===== src/design/assert_macros.svh =====
// shared assertion macros, clocked on clk_i and quiet while rst_ni is low
`ifndef ASSERT_MACROS_SVH
`define ASSERT_MACROS_SVH

// property must hold at every clock edge out of reset
`define ASSERT_AT(lbl, prop, msg) \
  lbl: assert property (@(posedge clk_i) disable iff (!rst_ni) prop) \
    else $error(msg);

// condition must never be seen at a clock edge out of reset
`define ASSERT_NEVER(lbl, cond, msg) \
  lbl: assert property (@(posedge clk_i) disable iff (!rst_ni) !(cond)) \
    else $error(msg);

`endif


===== src/design/fasb_pkg.sv =====
`default_nettype none

package fasb_pkg;

  // register and field widths, and the number of ranges
  localparam int unsigned RegW      = 40;
  localparam int unsigned NumRanges = 3;
  localparam int unsigned PaddrW    = 6;
  localparam int unsigned PdataW    = 64;

  // defaults for the top-level parameters
  localparam int unsigned FreeDepthDef = 1024;
  localparam int unsigned FrameBitsDef = 40;

  typedef enum logic {
    CmdAlloc = 1'b0,
    CmdFree  = 1'b1
  } cmd_e;

  typedef enum logic [1:0] {
    StatStack = 2'd0,
    StatRange = 2'd1,
    StatNone  = 2'd2,
    StatFreed = 2'd3
  } status_e;

  typedef enum logic [2:0] {
    RegR0First = 3'd0,
    RegR0Count = 3'd1,
    RegR1First = 3'd2,
    RegR1Count = 3'd3,
    RegR2First = 3'd4,
    RegR2Count = 3'd5
  } reg_idx_e;

  typedef struct packed {
    logic            cmd;
    logic [RegW-1:0] returned_frame;
  } in_beat_t;

  typedef struct packed {
    logic [RegW-1:0] granted_frame;
    status_e         status;
  } out_beat_t;

  typedef struct packed {
    logic [NumRanges-1:0][RegW-1:0] first;
    logic [NumRanges-1:0][RegW-1:0] count;
  } range_cfg_t;

  typedef struct packed {
    logic push;
    logic pop;
  } stk_req_t;

  typedef struct packed {
    logic empty;
    logic full;
  } stk_stat_t;

endpackage

`default_nettype wire


===== src/design/fasb_regs.sv =====
`default_nettype none

module fasb_regs (
  input  wire logic                        clk_i,
  input  wire logic                        rst_ni,
  input  wire logic                        psel,
  input  wire logic                        penable,
  input  wire logic                        pwrite,
  input  wire logic [fasb_pkg::PaddrW-1:0] paddr,
  input  wire logic [fasb_pkg::PdataW-1:0] pwdata,
  output logic      [fasb_pkg::PdataW-1:0] prdata,
  output logic                             pready,
  output fasb_pkg::range_cfg_t             cfg_o
);

  import fasb_pkg::*;

  range_cfg_t cfg_q, cfg_d;
  reg_idx_e   idx;
  logic       wr_en;

  // 8-byte register slots
  assign idx    = reg_idx_e'(paddr[5:3]);
  assign wr_en  = psel && penable && pwrite;
  assign pready = 1'b1;

  always_comb begin
    cfg_d = cfg_q;
    if (wr_en) begin
      case (idx)
        RegR0First: cfg_d.first[0] = pwdata[RegW-1:0];
        RegR0Count: cfg_d.count[0] = pwdata[RegW-1:0];
        RegR1First: cfg_d.first[1] = pwdata[RegW-1:0];
        RegR1Count: cfg_d.count[1] = pwdata[RegW-1:0];
        RegR2First: cfg_d.first[2] = pwdata[RegW-1:0];
        RegR2Count: cfg_d.count[2] = pwdata[RegW-1:0];
        default: ;
      endcase
    end
  end

  always_comb begin
    case (idx)
      RegR0First: prdata = PdataW'(cfg_q.first[0]);
      RegR0Count: prdata = PdataW'(cfg_q.count[0]);
      RegR1First: prdata = PdataW'(cfg_q.first[1]);
      RegR1Count: prdata = PdataW'(cfg_q.count[1]);
      RegR2First: prdata = PdataW'(cfg_q.first[2]);
      RegR2Count: prdata = PdataW'(cfg_q.count[2]);
      default:    prdata = '0;
    endcase
  end

  always_ff @(posedge clk_i or negedge rst_ni) begin
    if (!rst_ni) begin
      cfg_q <= '0;
    end else begin
      cfg_q <= cfg_d;
    end
  end

  assign cfg_o = cfg_q;

endmodule

`default_nettype wire


===== config.mk =====
export PLATFORM = sky130hd
export DESIGN_NAME = fasb_regs
export DESIGN_NICKNAME = d
export VERILOG_FILES = /design/src/design/assert_macros.svh /design/src/design/fasb_pkg.sv /design/src/design/fasb_regs.sv
export SDC_FILE = /design/constraint.sdc
export NUM_CORES = 1
export LEC_CHECK = 0
export BUFFER_PORTS_ARGS = -buffer_cell sky130_fd_sc_hd__buf_2
export CELL_PAD_IN_SITES_DETAIL_PLACEMENT = 0
export CELL_PAD_IN_SITES_GLOBAL_PLACEMENT = 2
export CORE_MARGIN = 2
export CORE_UTILIZATION = 37
export CTS_BUF_LIST = sky130_fd_sc_hd__clkbuf_8
export DETAILED_ROUTE_END_ITERATION = 8
export GPL_TIMING_DRIVEN = 1
export PLACE_DENSITY_LB_ADDON = 0.1
export SYNTH_ARGS = -nofsm -noshare
export SYNTH_HDL_FRONTEND = slang
export SYNTH_SLANG_ARGS = --single-unit

===== constraint.sdc =====
create_clock -name clk_i -period 3.3 [get_ports clk_i]
set_input_delay 0.66 -clock clk_i [delete_from_list [all_inputs] [get_ports clk_i]]
set_output_delay 0.66 -clock clk_i [all_outputs]
set_load 0.1 [all_outputs]

==> results.json <==
{
  "port_buffers": 327,
  "root_buffer": "clkbuf_8",
  "ant_nets": 0,
  "cts_buffers": 44,
  "fill_cells": 2712,
  "clockBufferDepth": 3,
  "synth_edf_count": 0,
  "synthArstFlopShare_pct": 100.0,
  "timing.reg2reg.setup_slack_ns": 2.49,
  "hold_buffers": 0,
  "cts_resized": 0,
  "syn_inst": 811,
  "synth_top_area_cell": "dfrtp_1",
  "synth_cell_type_count": 25,
  "yosys_register_bits": 240,
  "fin_ws_ns": 0.4024,
  "core_um2": 29800,
  "rows": 63,
  "start_util_pct": 37.80,
  "nNetsFinal": 1238,
  "grt_max_degree": 83,
  "critical_path_class": "primary input to output port",
  "clk_pin_slew_ns": 0.06,
  "critPathLaunchType": "primary input",
  "die_area_um2": 31850,
  "fin_crit_ns": 2.898,
  "dpl_cell_area_um2": 14150,
  "via_per_inst": 5.076,
  "hpwl_mm": 23.67,
  "synth_top_area_share_pct": 53.33,
  "netlist_area_um2": 11260,
  "ys_warn_count": 0,
  "ys_top_cells_by_area": "dfrtp_1 53%, mux2_2 27%, mux2i_1 3.6%",
  "end_kind": "output port",
  "wl_mm": 35.54,
  "ys_seq_area_share_pct": 53.33,
  "die_width_um": 178.5,
  "antenna_found_initial": 2,
  "ios": 380,
  "relSlewSlack_pct": 55.73,
  "max_freq_ghz": 0.3451,
  "grt_pass1_vias": 8382,
  "status": "complete, no violations",
  "pre_cts_ws_ns": 0.4089,
  "drv_cap": 0,
  "first_pass_iters": 4,
  "cp.required_ns": 2.64,
  "grt_setup_unrepaired": "false",
  "worstRegToRegCells": 1,
  "grt-ovfl-total": 0,
  "r2r_start": "cfg_o[65]",
  "cts_tree": "built",
  "largest_reg_flops": 240,
  "synthTopCellsByCount": "274 x mux2_2, 240 x dfrtp_1, 49 x nand2_1",
  "post-route-period-util_pct": 87.81,
  "vias": 8035,
  "die_h_um": 178.5,
  "hold_path.class": "primary input to asynchronous set/reset pin",
  "synth_most_common_cell": "mux2_2",
  "design_area_um2": 14950,
  "grt_usage_pct": 22.24,
  "setup-violations-final": 0,
  "multi_input_area_um2": 4970,
  "cp_data_arrival_time_ns": 2.24,
  "reg2reg_to": "cfg_o[65]",
  "drc": 0,
  "drt_iter0_markers": 274,
  "p_leak_uw": 0.007403,
  "clk_latency_ns": 0.54,
  "pwr_density_cell_nw_per_um2": 928.2,
  "cts_sinks": 240,
  "gp_congestion": 0.7783,
  "slew_viol_final": 0,
  "cp_max_fo": 23,
  "layout-drive-gt1-share_pct": 61.80,
  "htree_levels": 2,
  "skew_ns": 0,
  "postCtsSetupBuffers": 0,
  "vdd_drop_max_v": 0.0004810,
  "synth_ff_type": "dfrtp_1",
  "hold_viol_final": 0,
  "wl_per_cell_um": 22.45,
  "grt_pass1_wl_mm": 53.21,
  "seq_area_um2": 6006,
  "syn_to_final_growth_pct": 32.77,
  "worstMarginPinSlew_ns": 0.6640,
  "avgSynthCellArea_um2": 13.89
}
-- cell usage in the layout (no fill, tap or decap), drive strengths merged, types with 4 or more instances in the layout --
cell type	n
or3	9
clkbuf	51
o221ai	22
inv	22
dfrtp	240
mux2	289
a31oi	18
nand2	49
mux2i	40
conb	25
a221oi	18
a21oi	13
nor2	4
buf	368
and3b	14
-- where the power goes --
group	internal (uW)	switching, uW
combinational	1380	5910
clock	1390	1240
sequential	3520	436
-- worst max-delay path: stages --
cell and delay [ns]:
buf_4 0.32, buf_12 0.26, mux2_2 0.35, a221oi_1 0.31, a31oi_2 0.11, buf_12 0.21
-- routing by layer --
layer / track usage (%) / wire [um] / vias to the layer above
li1: - / - / 3639
met1: 29.58 / 15460 / 4049
met4: 6.809 / 984 / 0
met2: 35.01 / 16270 / 282
met5: 0 / 0 / -
met3: 6.543 / 2827 / 65
-- kinds of logic (layout without fill, tap and decap cells) --
| kind of cell | Yosys count | after routing | share of synthesized area (%) |
|---|---|---|---|
| DFF | 240 | 240 | 53.33 |
| other | 2 | 27 | 0.06668 |
| muxes | 329 | 329 | 32.45 |
| AOI/OAI and AO/OA | 71 | 71 | 4.688 |
| and+or+nand+nor | 83 | 83 | 4.277 |
| buffers and inverters | 86 | 443 | 5.188 |
-- metrics by stage --
stage	instances	hold WS (ns)	setup TNS [ns]	power, uW	util [%]
finish	1583	0.1241	0	13880	50.18
global route	1583	0.1492	0	14420	50.18
CTS	1581	0.1330	0	14000	50.17
detailed placement	1507	0.4899	0	11330	47.50
global placement	1507	0.4852	0	11300	47.50
floorplan	834	0.3644	-2.621	9846	-
-- worst max-delay path by stage --
| stage | cells past startpoint | slack (ns) | end | startpoint |
|---|---|---|---|---|
| 3_5_place_dp | 6 | 0.41 | prdata[6] | paddr[4] |
| 6_report | 6 | 0.40 | prdata[17] | paddr[4] |
| 3_3_place_gp | 6 | 0.42 | prdata[17] | paddr[4] |
| 4_1_cts | 6 | 0.40 | prdata[17] | paddr[4] |
| 2_1_floorplan | 5 | -0.27 | prdata[18] | paddr[3] |
| 5_1_grt | 7 | 0.35 | prdata[22] | paddr[4] |
-- cell type report --
| type | instances | area share (%) |
|---|---|---|
| Inverter | 1 | 0.02510 |
| Clock buffer | 51 | 4.694 |
| Clock inverter | 23 | 0.6276 |
| Sequential cell | 240 | 40.16 |
| Multi-Input combinational cell | 508 | 33.24 |
| Timing Repair Buffer | 368 | 17.96 |
| Tap cell | 390 | 3.263 |
| Antenna cell | 2 | 0.03347 |
Note: power is estimated with default switching activity, not from simulation.
