File: src/design/assert_macros.svh
// shared assertion macros, clocked on clk_i and quiet while rst_ni is low
`ifndef ASSERT_MACROS_SVH
`define ASSERT_MACROS_SVH

// property must hold at every clock edge out of reset
`define ASSERT_AT(lbl, prop, msg) \
  lbl: assert property (@(posedge clk_i) disable iff (!rst_ni) prop) \
    else $error(msg);

// condition must never be seen at a clock edge out of reset
`define ASSERT_NEVER(lbl, cond, msg) \
  lbl: assert property (@(posedge clk_i) disable iff (!rst_ni) !(cond)) \
    else $error(msg);

`endif

File: src/design/fasb_pkg.sv
`default_nettype none

package fasb_pkg;

  // register and field widths, and the number of ranges
  localparam int unsigned RegW      = 40;
  localparam int unsigned NumRanges = 3;
  localparam int unsigned PaddrW    = 6;
  localparam int unsigned PdataW    = 64;

  // defaults for the top-level parameters
  localparam int unsigned FreeDepthDef = 1024;
  localparam int unsigned FrameBitsDef = 40;

  typedef enum logic {
    CmdAlloc = 1'b0,
    CmdFree  = 1'b1
  } cmd_e;

  typedef enum logic [1:0] {
    StatStack = 2'd0,
    StatRange = 2'd1,
    StatNone  = 2'd2,
    StatFreed = 2'd3
  } status_e;

  typedef enum logic [2:0] {
    RegR0First = 3'd0,
    RegR0Count = 3'd1,
    RegR1First = 3'd2,
    RegR1Count = 3'd3,
    RegR2First = 3'd4,
    RegR2Count = 3'd5
  } reg_idx_e;

  typedef struct packed {
    logic            cmd;
    logic [RegW-1:0] returned_frame;
  } in_beat_t;

  typedef struct packed {
    logic [RegW-1:0] granted_frame;
    status_e         status;
  } out_beat_t;

  typedef struct packed {
    logic [NumRanges-1:0][RegW-1:0] first;
    logic [NumRanges-1:0][RegW-1:0] count;
  } range_cfg_t;

  typedef struct packed {
    logic push;
    logic pop;
  } stk_req_t;

  typedef struct packed {
    logic empty;
    logic full;
  } stk_stat_t;

endpackage

`default_nettype wire

File: src/design/fasb_range.sv
`default_nettype none
`include "assert_macros.svh"

module fasb_range #(
  parameter int unsigned FrameBits = fasb_pkg::FrameBitsDef
) (
  input  wire logic                 clk_i,
  input  wire logic                 rst_ni,
  input  wire fasb_pkg::range_cfg_t cfg_i,
  input  wire logic                 step_i,
  output logic                      avail_o,
  output logic [FrameBits-1:0]      frame_o
);

  import fasb_pkg::*;

  localparam logic [1:0] IdxSpent = 2'd3;

  logic [1:0]      ri_q, ri_d;
  logic [RegW-1:0] used_q, used_d;
  logic [RegW-1:0] cur_cnt;
  logic            cur_ok;
  logic [2:0]      cand;
  logic [1:0]      sel;
  logic [RegW-1:0] sel_first;
  logic [RegW-1:0] sel_cnt;
  logic [RegW-1:0] sel_used;
  logic [RegW-1:0] sum;
  logic [RegW-1:0] next_used;

  always_comb begin
    case (ri_q)
      2'd0:    cur_cnt = cfg_i.count[0];
      2'd1:    cur_cnt = cfg_i.count[1];
      2'd2:    cur_cnt = cfg_i.count[2];
      default: cur_cnt = '0;
    endcase
  end

  // current range still has frames left
  assign cur_ok = (used_q < cur_cnt);

  // a later range qualifies when it is not empty, the current one when not used up
  always_comb begin
    for (int j = 0; j < 3; j++) begin
      cand[j] = ((ri_q == 2'(j)) && cur_ok) ||
                ((ri_q < 2'(j)) && (cfg_i.count[j] != '0));
    end
  end

  assign avail_o = |cand;

  always_comb begin
    if (cand[0]) begin
      sel = 2'd0;
    end else if (cand[1]) begin
      sel = 2'd1;
    end else begin
      sel = 2'd2;
    end
  end

  always_comb begin
    case (sel)
      2'd0: begin
        sel_first = cfg_i.first[0];
        sel_cnt   = cfg_i.count[0];
      end
      2'd1: begin
        sel_first = cfg_i.first[1];
        sel_cnt   = cfg_i.count[1];
      end
      default: begin
        sel_first = cfg_i.first[2];
        sel_cnt   = cfg_i.count[2];
      end
    endcase
  end

  assign sel_used  = (sel == ri_q) ? used_q : '0;
  assign sum       = sel_first + sel_used;
  assign next_used = sel_used + RegW'(1);
  assign frame_o   = sum[FrameBits-1:0];

  always_comb begin
    ri_d   = ri_q;
    used_d = used_q;
    if (step_i) begin
      if (!avail_o) begin
        ri_d   = IdxSpent;
        used_d = '0;
      end else if (next_used >= sel_cnt) begin
        ri_d   = sel + 2'd1;
        used_d = '0;
      end else begin
        ri_d   = sel;
        used_d = next_used;
      end
    end
  end

  always_ff @(posedge clk_i or negedge rst_ni) begin
    if (!rst_ni) begin
      ri_q   <= '0;
      used_q <= '0;
    end else begin
      ri_q   <= ri_d;
      used_q <= used_d;
    end
  end

  `ASSERT_AT(a_spent_clean, ((ri_q == IdxSpent) |-> (used_q == '0)), "spent with count")
  `ASSERT_AT(a_dry_spent, ((step_i && !avail_o) |=> (ri_q == IdxSpent)), "dry step not spent")

endmodule

`default_nettype wire

File: config.mk
export PLATFORM = sky130hd
export DESIGN_NAME = fasb_range
export DESIGN_NICKNAME = d
export VERILOG_FILES = /design/src/design/fasb_pkg.sv /design/src/design/fasb_range.sv
export VERILOG_INCLUDE_DIRS = /design/src /design/src/design
export SDC_FILE = /design/constraint.sdc
export NUM_CORES = 1
export LEC_CHECK = 0
export ABC_AREA = 1
export BUFFER_PORTS_ARGS = -buffer_cell sky130_fd_sc_hd__buf_2
export CAP_MARGIN = 25
export CORE_MARGIN = 4
export CORE_UTILIZATION = 40
export DETAILED_ROUTE_END_ITERATION = 7
export GPL_TIMING_DRIVEN = 0
export PLACE_DENSITY = 0.64
export SYNTH_ARGS = -nofsm -noshare
export SYNTH_HDL_FRONTEND = slang
export SYNTH_SLANG_ARGS = --single-unit
File: constraint.sdc
create_clock -name clk_i -period 6.1 [get_ports clk_i]
set_input_delay 0.61 -clock clk_i [delete_from_list [all_inputs] [get_ports clk_i]]
set_output_delay 0.61 -clock clk_i [all_outputs]
set_load 0.01 [all_outputs]
==> results of run 1 <==
==> metrics by stage <==
step / instances / TNS (ns) / power (uW) / hold WS (ns)
2_1_floorplan: 1529 / 0 / 1990 / 0.314
3_3_place_gp: 2096 / -114.22 / 2830 / 0.566
3_5_place_dp: 2096 / -121.97 / 2860 / 0.567
4_1_cts: 2142 / 0 / 3520 / 0.540
5_1_grt: 2186 / -10.00 / 4300 / 0.141
6_report: 2186 / -0.168 / 4000 / 0.144
==> cells in the mapped netlist, drive strengths merged, types with 21 or more instances <==
library cell    n  area (sq um)
nand2         300          1140
nor2          273          1080
inv           197           739
ha            119          1490
a21oi         113           566
nand3          91           470
o22ai          60           375
o21ai          48           240
dfrtp          42          1050
a221oi         40           350
clkbuf         32           120
xor2           32           280
o221ai         27           236
xnor2          25           219
nand4          22           138
nor4           21           131
==> worst max-delay path, delay by kind of cell, from the launching register on <==
family	cells	cell delay [ns]
buf+inv	5	0.65
fa+ha+maj	2	0.56
compound gates	9	1.42
xor+xnor	1	0.15
flops	1	0.47
simple gates	16	1.97
==> power groups by stage <==
| stage | Combinational [uW] | Clock, uW | Sequential, uW |
|---|---|---|---|
| 2_1_floorplan | 1650 | 0 | 333 |
| 3_3_place_gp | 2480 | 0 | 350 |
| 3_5_place_dp | 2510 | 0 | 350 |
| 4_1_cts | 2890 | 286 | 350 |
| 5_1_grt | 3640 | 305 | 355 |
| 6_report | 3350 | 289 | 353 |
==> worst min-delay path by stage <==
stage / start / endpoint / slack, ns
6_report: rst_ni / used_q[3] / 0.14
3_3_place_gp: used_q[39] / used_q[39] / 0.57
4_1_cts: rst_ni / used_q[20] / 0.54
2_1_floorplan: rst_ni / ri_q[0] / 0.31
5_1_grt: rst_ni / used_q[3] / 0.14
3_5_place_dp: used_q[39] / used_q[39] / 0.57
==> cells by family after synthesis <==
kind of cell             count (synthesis)  share of synthesized area
XOR/XNOR                                57                     0.0541
AND/OR/NAND/NOR                        739                      0.342
flip-flops                              42                      0.114
buffers and inverters                  248                      0.107
adder cells (fa/ha/maj)                120                      0.163
AO/OA/AOI/OAI                          323                      0.220
==> flip-flops by register name, indices dropped and copies added, names as in the netlist <==
name    flops
used_q     40
ri_q        2
==> layout make-up <==
type | count | area share
clock inverter | 1 | 0.000375
clock buffer | 7 | 0.0107
sequential | 42 | 0.0789
multi-input combinational | 1239 | 0.623
inverter | 198 | 0.0578
tap | 285 | 0.0267
buffer | 47 | 0.0402
timing repair buffer | 367 | 0.163
==> per-layer routing <==
metal,GRT usage,part of all wire
met2,0.531,0.48
met5,0,0
met3,0.0604,0.093
met4,0.0704,0.031
met1,0.383,0.39
==> what timing repair did <==
item                                    in CTS  in global routing
pin swaps                                   41                 92
endpoints found under the setup margin      81                 67
gates resized for setup                    179                194
buffers inserted                            41                 41
gates cloned                                 0                  2
==> reports/qor.csv, run 1 <==
metric,value,unit
status,"complete, but fails checks",
violations,negative setup slack,
grt_first_pass_wirelength,61.8,mm
multi_input_comb_area,0.00831,sq mm
crit_path_max_fanout,10,
worstSkewPairLatency,0.30,ns
worst_setup_path_endpoint,frame_o[37],
r2r_start,ri_q[0],
placement.cell_area,0.0110,sq mm
final_util,0.588,
max_slew_violation_total_from_the_final_report,0,
synth-seq-cells,42,
power_frac_seq,0.088,
cts-buffers-inserted,5,
internal_power,1840,uW
placement.io_buffers,282,
clock_network_fraction_of_total_power,0.072,
initial_core_util,0.407,
drc,0,
antennaDiodeCount,0,
layout.cells.most_common_list,"sky130_fd_sc_hd__buf_2, sky130_fd_sc_hd__nand2_1, sky130_fd_sc_hd__nor2_1, sky130_fd_sc_hd__inv_1, sky130_fd_sc_hd__ha_1",
synth.lib_cells_used.distinct,47,
area_growth,44.6,%
die_area,0.0256,sq mm
timing.critical_path.slowest_cell_delay,0.47,ns
synth_enable_flop_cells,0,
die_h,160,microns
drv_cap,0,
min_path_type,input port to asynchronous set/reset pin,
yosys_most_used_dff,sky130_fd_sc_hd__dfrtp_1,
initialDrtViolationCount,1076,
number_of_nets_at_the_end_of_the_flow,2263,
synthesized_netlist_cell_count,1529,
detail_route.wirelength,42.8,mm
setup_ws,-0.0961,ns
std_cell_rows,55,
cts_root_buf,sky130_fd_sc_hd__clkbuf_16,
power_per_cell_area,299,mW/mm^2
fmax,0.161,GHz
avgRoutedWirePerCell,19.6,microns
final_common_cell,sky130_fd_sc_hd__buf_2,
fin_worst_skew,0.0102,ns
cp-start-kind,flop,
finalSetupViolCount,4,
power.leakage,0.00664,uW
worst-setup-path-type,flop to output port,
routed-via-count,12500,
number_of_antenna_violations_at_the_first_check_in_global_routing,0,
timing.slew.headroom,0.465,
power.ir.vdd_worst,0.331,mV
final_cell_area,0.0134,sq mm
die_x,160,microns
regToRegSetupSlack,0.06,ns
yosys_warnings,0,
crit_path_start,ri_q[0],
place.detailed.hpwl,34.3,mm
core_area,0.0227,sq mm
grt.total_usage,0.303,
drive_above_1_share,0.334,
crit_slowest_cell,sky130_fd_sc_hd__dfrtp_2,
place_ws,-2.34,ns
timing.reg2reg.worst_path_depth,40,
timing_hold_violations_final,0,
tightestPinTransition,0.803,ns
count_of_boundary_i_o_pins,284,
postCtsHoldBufs,0,
mappedNetlistNets,1892,
crit_share_post_route,1.02,
cts-root-to-sink-buffers,2,
storage_cell_area,0.00105,sq mm
required,5.49,ns
gr_overflow_total,0,
vias_in_the_first_global_route,11700,
route.antenna.remaining_nets,0,
num-fill-cells,2215,
min_period,6.20,ns
rsz0062_at_grt,yes,
total_switching_power,2160,uW
tritoncts,yes,
p_comb_frac,0.839,
clkSinkCount,42,
grt_max_degree,43,
syn_avg_cell_area,6.04,sq um
synth-seq-area-share,0.114,
synth.cell_area,0.00924,sq mm
switching_share_of_power,0.540,
async_reset_ff_frac,1.00,
critical_path.reg2reg.endpoint,used_q[2],
gpl.final_weighted_congestion,1.02,
vias_per_inst,5.72,
clock_tree.htree_level_count,2,
drt_pass1_iterations,5,
setup.worst_path.end_class,output port,
critPathArrivalTime,5.59,ns
clkTransAtPathRegs,0.07,ns
Power figures use the tool's default switching activity.
==> run 2, diff against run 1 <==
==> constraint.sdc (replaced) <==
create_clock -name clk_i -period 6.1 [get_ports clk_i]
set_input_delay 1.22 -clock clk_i [delete_from_list [all_inputs] [get_ports clk_i]]
set_output_delay 1.22 -clock clk_i [all_outputs]
set_load 0.01 [all_outputs]
==> reports/qor.csv, run 2 (synthesized netlist as in run 1, its figures left out) <==
metric,value,unit,change
fin_worst_skew,0.0109,ns,was 0.0102 ns
status,"complete, but fails checks",,unchanged
die_x,160,microns,unchanged
cts-root-to-sink-buffers,2,,unchanged
drc,0,,unchanged
clock_tree.htree_level_count,2,,unchanged
reg.largest.list,"used_q: 40 flops, ri_q: 2 flops",,unchanged
fmax,0.147,GHz,was 0.161 GHz
tritoncts,yes,,unchanged
vias_in_the_first_global_route,12000,,was 11700
finalSetupViolCount,75,,was 4
worst-setup-path-type,flop to output port,,unchanged
required,4.88,ns,was 5.49 ns
place.detailed.hpwl,33.7,mm,was 34.3 mm
number_of_nets_at_the_end_of_the_flow,2314,,was 2263
num-fill-cells,2017,,was 2215
violations,negative setup slack,,unchanged
gpl.final_weighted_congestion,1.02,,about the same
initial_core_util,0.407,,unchanged
final_common_cell,sky130_fd_sc_hd__buf_2,,unchanged
routed-via-count,13100,,was 12500
std_cell_rows,55,,unchanged
cp-start-kind,flop,,unchanged
layout.cells.most_common_list,"sky130_fd_sc_hd__buf_2, sky130_fd_sc_hd__nand2_1, sky130_fd_sc_hd__nor2_1, sky130_fd_sc_hd__inv_1, sky130_fd_sc_hd__buf_4",,"was sky130_fd_sc_hd__buf_2, sky130_fd_sc_hd__nand2_1, sky130_fd_sc_hd__nor2_1, sky130_fd_sc_hd__inv_1, sky130_fd_sc_hd__ha_1"
count_of_boundary_i_o_pins,284,,unchanged
final_util,0.644,,was 0.588
crit_path_start,ri_q[1],,was ri_q[0]
cts-buffers-inserted,5,,unchanged
critPathArrivalTime,5.60,ns,was 5.59 ns
route.antenna.remaining_nets,0,,unchanged
grt_first_pass_wirelength,64.1,mm,was 61.8 mm
fin_setup_tns,-23.46,ns,was -0.168 ns
r2r_start,ri_q[1],,was ri_q[0]
drt_pass1_iterations,6,,was 5
cts_root_buf,sky130_fd_sc_hd__clkbuf_16,,unchanged
clkTransAtPathRegs,0.07,ns,about the same
setup_ws,-0.719,ns,was -0.0961 ns
avgRoutedWirePerCell,20.0,microns,was 19.6 microns
die_area,0.0256,sq mm,unchanged
drv_cap,0,,unchanged
power_per_cell_area,308,mW/mm^2,was 299 mW/mm^2
area_growth,58.3,%,was 44.6%
place_ws,-2.36,ns,was -2.34 ns
number_of_antenna_violations_at_the_first_check_in_global_routing,0,,unchanged
gr_overflow_total,0,,unchanged
timing.critical_path.slowest_cell_delay,0.46,ns,was 0.47 ns
setup.worst_path.end_class,output port,,unchanged
timing.slew.headroom,0.467,,was 0.465
holdCritStartpoint,used_q[38],,
grt.total_usage,0.312,,was 0.303
worstSkewPairLatency,0.30,ns,about the same
gate_family_responsible_for_the_most_delay_along_the_worst_path,compound AO/OA/AOI/OAI gates,,was simple AND/OR/NAND/NOR gates
largest_register,used_q,,unchanged
max_slew_violation_total_from_the_final_report,0,,unchanged
crit_slowest_cell,sky130_fd_sc_hd__dfrtp_2,,unchanged
initialDrtViolationCount,1468,,was 1076
detail_route.wirelength,44.8,mm,was 42.8 mm
crit_share_post_route,1.12,,was 1.02
timing_hold_violations_final,0,,unchanged
vias_per_inst,5.83,,was 5.72
tightestPinTransition,0.800,ns,was 0.803 ns
grt_max_degree,43,,unchanged
antennaDiodeCount,0,,unchanged
largest_reg_flops,40,,unchanged
critical_path.n_buffers_inverters,8,,was 5
whs,0.606,ns,was 0.144 ns
die_h,160,microns,unchanged
crit_path_max_fanout,8,,was 10
min_period,6.82,ns,was 6.20 ns
clkSinkCount,42,,unchanged
min_path_type,flop to flop,,was input port to asynchronous set/reset pin
drive_above_1_share,0.418,,was 0.334
rsz0062_at_grt,yes,,unchanged
core_area,0.0227,sq mm,unchanged
placement.io_buffers,282,,unchanged
power.leakage,0.00707,uW,was 0.00664 uW
power.ir.vdd_worst,0.429,mV,was 0.331 mV
-- run 2: cell types whose count changed in the layout (fill, tap and decap cells not counted), moves of 20 or more --
| cell | previous run | this run |
|---|---|---|
| sky130_fd_sc_hd__nand2_2 | 16 | 36 |
| sky130_fd_sc_hd__buf_4 | 77 | 116 |
| sky130_fd_sc_hd__nand2_1 | 278 | 253 |
| sky130_fd_sc_hd__inv_2 | 7 | 28 |
| sky130_fd_sc_hd__inv_1 | 182 | 153 |
| sky130_fd_sc_hd__buf_6 | 11 | 38 |
-- run 2: worst paths after layout --
kind	end	slack (ns)	cells past startpoint
max	frame_o[37]	-0.72	31
min	used_q[38]	0.61	2
max reg2reg	used_q[16]	-0.31	40
min reg2reg	used_q[38]	0.61	2
max in group asynchronous	ri_q[1]	4.74	2
min in group asynchronous	used_q[3]	0.83	1
-- run 2: routing by layer --
metal | GRT usage | share of wire | up-vias | wire, microns
li1 | - | - | 6107 | -
met1 | 0.400 | 0.39 | 6035 | 17400
met2 | 0.531 | 0.47 | 745 | 21200
met3 | 0.0601 | 0.094 | 165 | 4220
met4 | 0.0993 | 0.044 | 0 | 1970
met5 | 0 | 0 | - | 0
-- run 2: final cells by class --
| type | count | area [sq um] | area share |
|---|---|---|---|
| Buffer | 50 | 592 | 0.0405 |
| Clock inverter | 2 | 60.1 | 0.00411 |
| Sequential cell | 42 | 1050 | 0.0720 |
| Inverter | 198 | 802 | 0.0548 |
| Multi-Input combinational cell | 1239 | 9020 | 0.617 |
| Timing Repair Buffer | 415 | 2600 | 0.178 |
| Clock buffer | 6 | 139 | 0.00950 |
| Tap cell | 285 | 357 | 0.0244 |
-- run 2: tightest hold or removal path, stage by stage, from the launching register on --
cell                      delay (ns)
sky130_fd_sc_hd__dfrtp_1        0.44
sky130_fd_sc_hd__nand2_1        0.07
sky130_fd_sc_hd__nand2_1        0.06
-- run 2: report_power, final --
part	internal, uW	leakage, uW	switching, uW
Clock	246	0.0000971	129
Combinational	1590	0.00640	2180
Sequential	305	0.000573	49.8
Total	2140	0.00707	2360
-- run 2: repair_timing --
item                       CTS  global route
pin swaps                  108            84
resized for setup          293           210
hold buffers                 0             0
setup endpoints to repair   82            78
gates cloned                 1             2
setup buffers               82            48
-- run 2: per-stage QoR --
stage	area [sq um]	instances	power, uW
after floorplan	9500	1529	2100
after global placement	11300	2096	2930
after detailed placement	11300	2096	2960
after CTS	13400	2187	3970
after global routing	14600	2237	4790
final	14600	2237	4500
==> run 3, diff against run 2 <==
--- a/config.mk
+++ b/config.mk
@@ -9,11 +9,13 @@
 export ABC_AREA = 1
 export BUFFER_PORTS_ARGS = -buffer_cell sky130_fd_sc_hd__buf_2
 export CAP_MARGIN = 25
+export CORE_ASPECT_RATIO = 1.25
 export CORE_MARGIN = 4
 export CORE_UTILIZATION = 40
 export DETAILED_ROUTE_END_ITERATION = 7
 export GPL_TIMING_DRIVEN = 0
-export PLACE_DENSITY = 0.64
+export PLACE_DENSITY = 0.67
+export SLEW_MARGIN = 0
 export SYNTH_ARGS = -nofsm -noshare
 export SYNTH_HDL_FRONTEND = slang
 export SYNTH_SLANG_ARGS = --single-unit
==> reports/qor.csv, run 3 (synthesized netlist as in run 1, its figures left out) <==
metric,value,unit,change
status,"complete, but fails checks",,unchanged
violations,negative setup slack,,unchanged
tritoncts,yes,,unchanged
placed_cells,2094,,was 2096
area_growth,56.6,%,was 58.3%
clkSinkCount,42,,unchanged
setup.worst_path.end_class,output port,,unchanged
crit_path_start,cfg_i[117],,was ri_q[1]
timing.critical_path.slowest_cell_delay,0.30,ns,was 0.46 ns
avgRoutedWirePerCell,20.2,microns,was 20.0 microns
timing.reg2reg.worst_path_depth,41,,was 40
whs,0.590,ns,was 0.606 ns
reg.largest.list,"used_q: 40 flops, ri_q: 2 flops",,unchanged
place.detailed.hpwl,35.0,mm,was 33.7 mm
crit_slowest_cell,sky130_fd_sc_hd__ha_1,,was sky130_fd_sc_hd__dfrtp_2
crit_share_post_route,1.11,,was 1.12
die_h,178,microns,was 160 microns
fin_worst_skew,0.00676,ns,was 0.0109 ns
p_total,4620,uW,was 4500 uW
gpl.final_weighted_congestion,1.06,,was 1.02
timing.slew.headroom,0.513,,was 0.467
drt_pass1_iterations,6,,unchanged
fmax,0.147,GHz,about the same
critical_path.reg2reg.endpoint,used_q[31],,was used_q[16]
clkTransAtPathRegs,0.06,ns,was 0.07 ns
setup_ws,-0.700,ns,was -0.719 ns
worst-setup-path-type,input port to output port,,was flop to output port
clock_tree.htree_level_count,2,,unchanged
postCtsHoldBufs,0,,unchanged
finalNonFillerCells,2244,,was 2237
power.leakage,0.00707,uW,about the same
r2r_start,ri_q[1],,unchanged
holdCritStartpoint,used_q[39],,was used_q[38]
cts_root_buf,sky130_fd_sc_hd__clkbuf_16,,unchanged
routed-via-count,12900,,was 13100
required,4.88,ns,about the same
initial_core_util,0.410,,was 0.407
number_of_antenna_violations_at_the_first_check_in_global_routing,0,,unchanged
power_per_cell_area,319,mW/mm^2,was 308 mW/mm^2
critPathArrivalTime,5.58,ns,was 5.60 ns
worstSkewPairLatency,0.29,ns,was 0.30 ns
timing_hold_violations_final,0,,unchanged
largest_register,used_q,,unchanged
drv_cap,0,,unchanged
drive_above_1_share,0.402,,was 0.418
core_area,0.0225,sq mm,was 0.0227 sq mm
layout.cells.most_common_list,"sky130_fd_sc_hd__buf_2, sky130_fd_sc_hd__nand2_1, sky130_fd_sc_hd__nor2_1, sky130_fd_sc_hd__inv_1, sky130_fd_sc_hd__buf_4",,unchanged
cts-root-to-sink-buffers,2,,unchanged
min_period,6.80,ns,was 6.82 ns
regToRegSetupSlack,-0.08,ns,was -0.31 ns
cts-buffers-inserted,5,,unchanged
crit_path_max_fanout,10,,was 8
finalSetupViolCount,74,,was 75
grt.total_usage,0.326,,was 0.312
die_x,144,microns,was 160 microns
largest_reg_flops,40,,unchanged
vias_in_the_first_global_route,12300,,was 12000
rsz0062_at_grt,yes,,unchanged
gr_overflow_total,0,,unchanged
max_slew_violation_total_from_the_final_report,0,,unchanged
min_path_type,flop to flop,,unchanged
detail_route.wirelength,45.3,mm,was 44.8 mm
initialDrtViolationCount,800,,was 1468
grt_first_pass_wirelength,64.6,mm,was 64.1 mm
place_ws,-2.14,ns,was -2.36 ns
vias_per_inst,5.74,,was 5.83
tightestPinTransition,0.731,ns,was 0.800 ns
power.ir.vdd_worst,0.217,mV,was 0.429 mV
number_of_nets_at_the_end_of_the_flow,2323,,was 2314
cp-start-kind,input port,,was flop
die_area,0.0256,sq mm,about the same
antennaDiodeCount,0,,unchanged
drc,0,,unchanged
grt_max_degree,43,,unchanged
count_of_boundary_i_o_pins,284,,unchanged
final_common_cell,sky130_fd_sc_hd__buf_2,,unchanged
route.antenna.remaining_nets,0,,unchanged
worst_setup_path_endpoint,frame_o[37],,unchanged
std_cell_rows,61,,was 55
placement.io_buffers,282,,unchanged
[run 3: layer usage]
layer,part of all wire,track usage,vias to the layer above
li1,-,-,6127
met1,0.39,0.394,5994
met2,0.48,0.569,639
met3,0.073,0.0240,126
met4,0.061,0.173,0
met5,0,0,-
[run 3: worst max-delay path, delay by kind of cell]
| kind | cells | cell delay [ns] |
|---|---|---|
| AO/OA/AOI/OAI | 11 | 1.83 |
| XOR/XNOR | 1 | 0.14 |
| adder cells (fa/ha/maj) | 2 | 0.55 |
| buffers and inverters | 9 | 0.93 |
| AND/OR/NAND/NOR | 8 | 0.87 |
[run 3: repair_timing]
item | in CTS | in global routing
gates resized for setup | 279 | 172
hold endpoints to repair | 0 | 0
setup buffers | 105 | 38
setup endpoints to repair | 82 | 79
gates cloned | 3 | 1
pin swaps | 120 | 111
[run 3: how the worst min path moves through the flow]
stage	endpoint	slack, ns	cells past startpoint
after floorplan	used_q[39]	0.48	2
after global placement	used_q[39]	0.58	2
after detailed placement	used_q[39]	0.58	2
after CTS	used_q[39]	0.59	2
after global routing	used_q[39]	0.60	2
final	used_q[39]	0.59	2
[run 3: per-stage QoR]
step | utilization | instance area [sq um] | setup TNS [ns]
6_report | 0.642 | 14500 | -15.37
5_1_grt | 0.642 | 14500 | -33.63
4_1_cts | 0.596 | 13400 | -9.54
3_5_place_dp | 0.500 | 11300 | -129.52
3_3_place_gp | 0.500 | 11300 | -128.63
2_1_floorplan | - | 9500 | -0.446
[run 3: final cells by class]
type | count | area, sq um
well taps | 283 | 354
clock inverters | 3 | 40.0
repair buffers | 424 | 2680
flip-flops and latches | 42 | 1050
plain buffers | 49 | 609
inverters | 198 | 793
multi-input cells | 1240 | 8810
fillers | 1999 | 8050
clock buffers | 5 | 125
[run 3: power by group]
part / switching (uW) / total (uW) / internal [uW] / leakage [uW]
registers: 51.3 / 356 / 305 / 0.000573
logic: 2250 / 3960 / 1710 / 0.00642
clock network: 111 / 302 / 192 / 0.0000836
total: 2410 / 4620 / 2210 / 0.00707
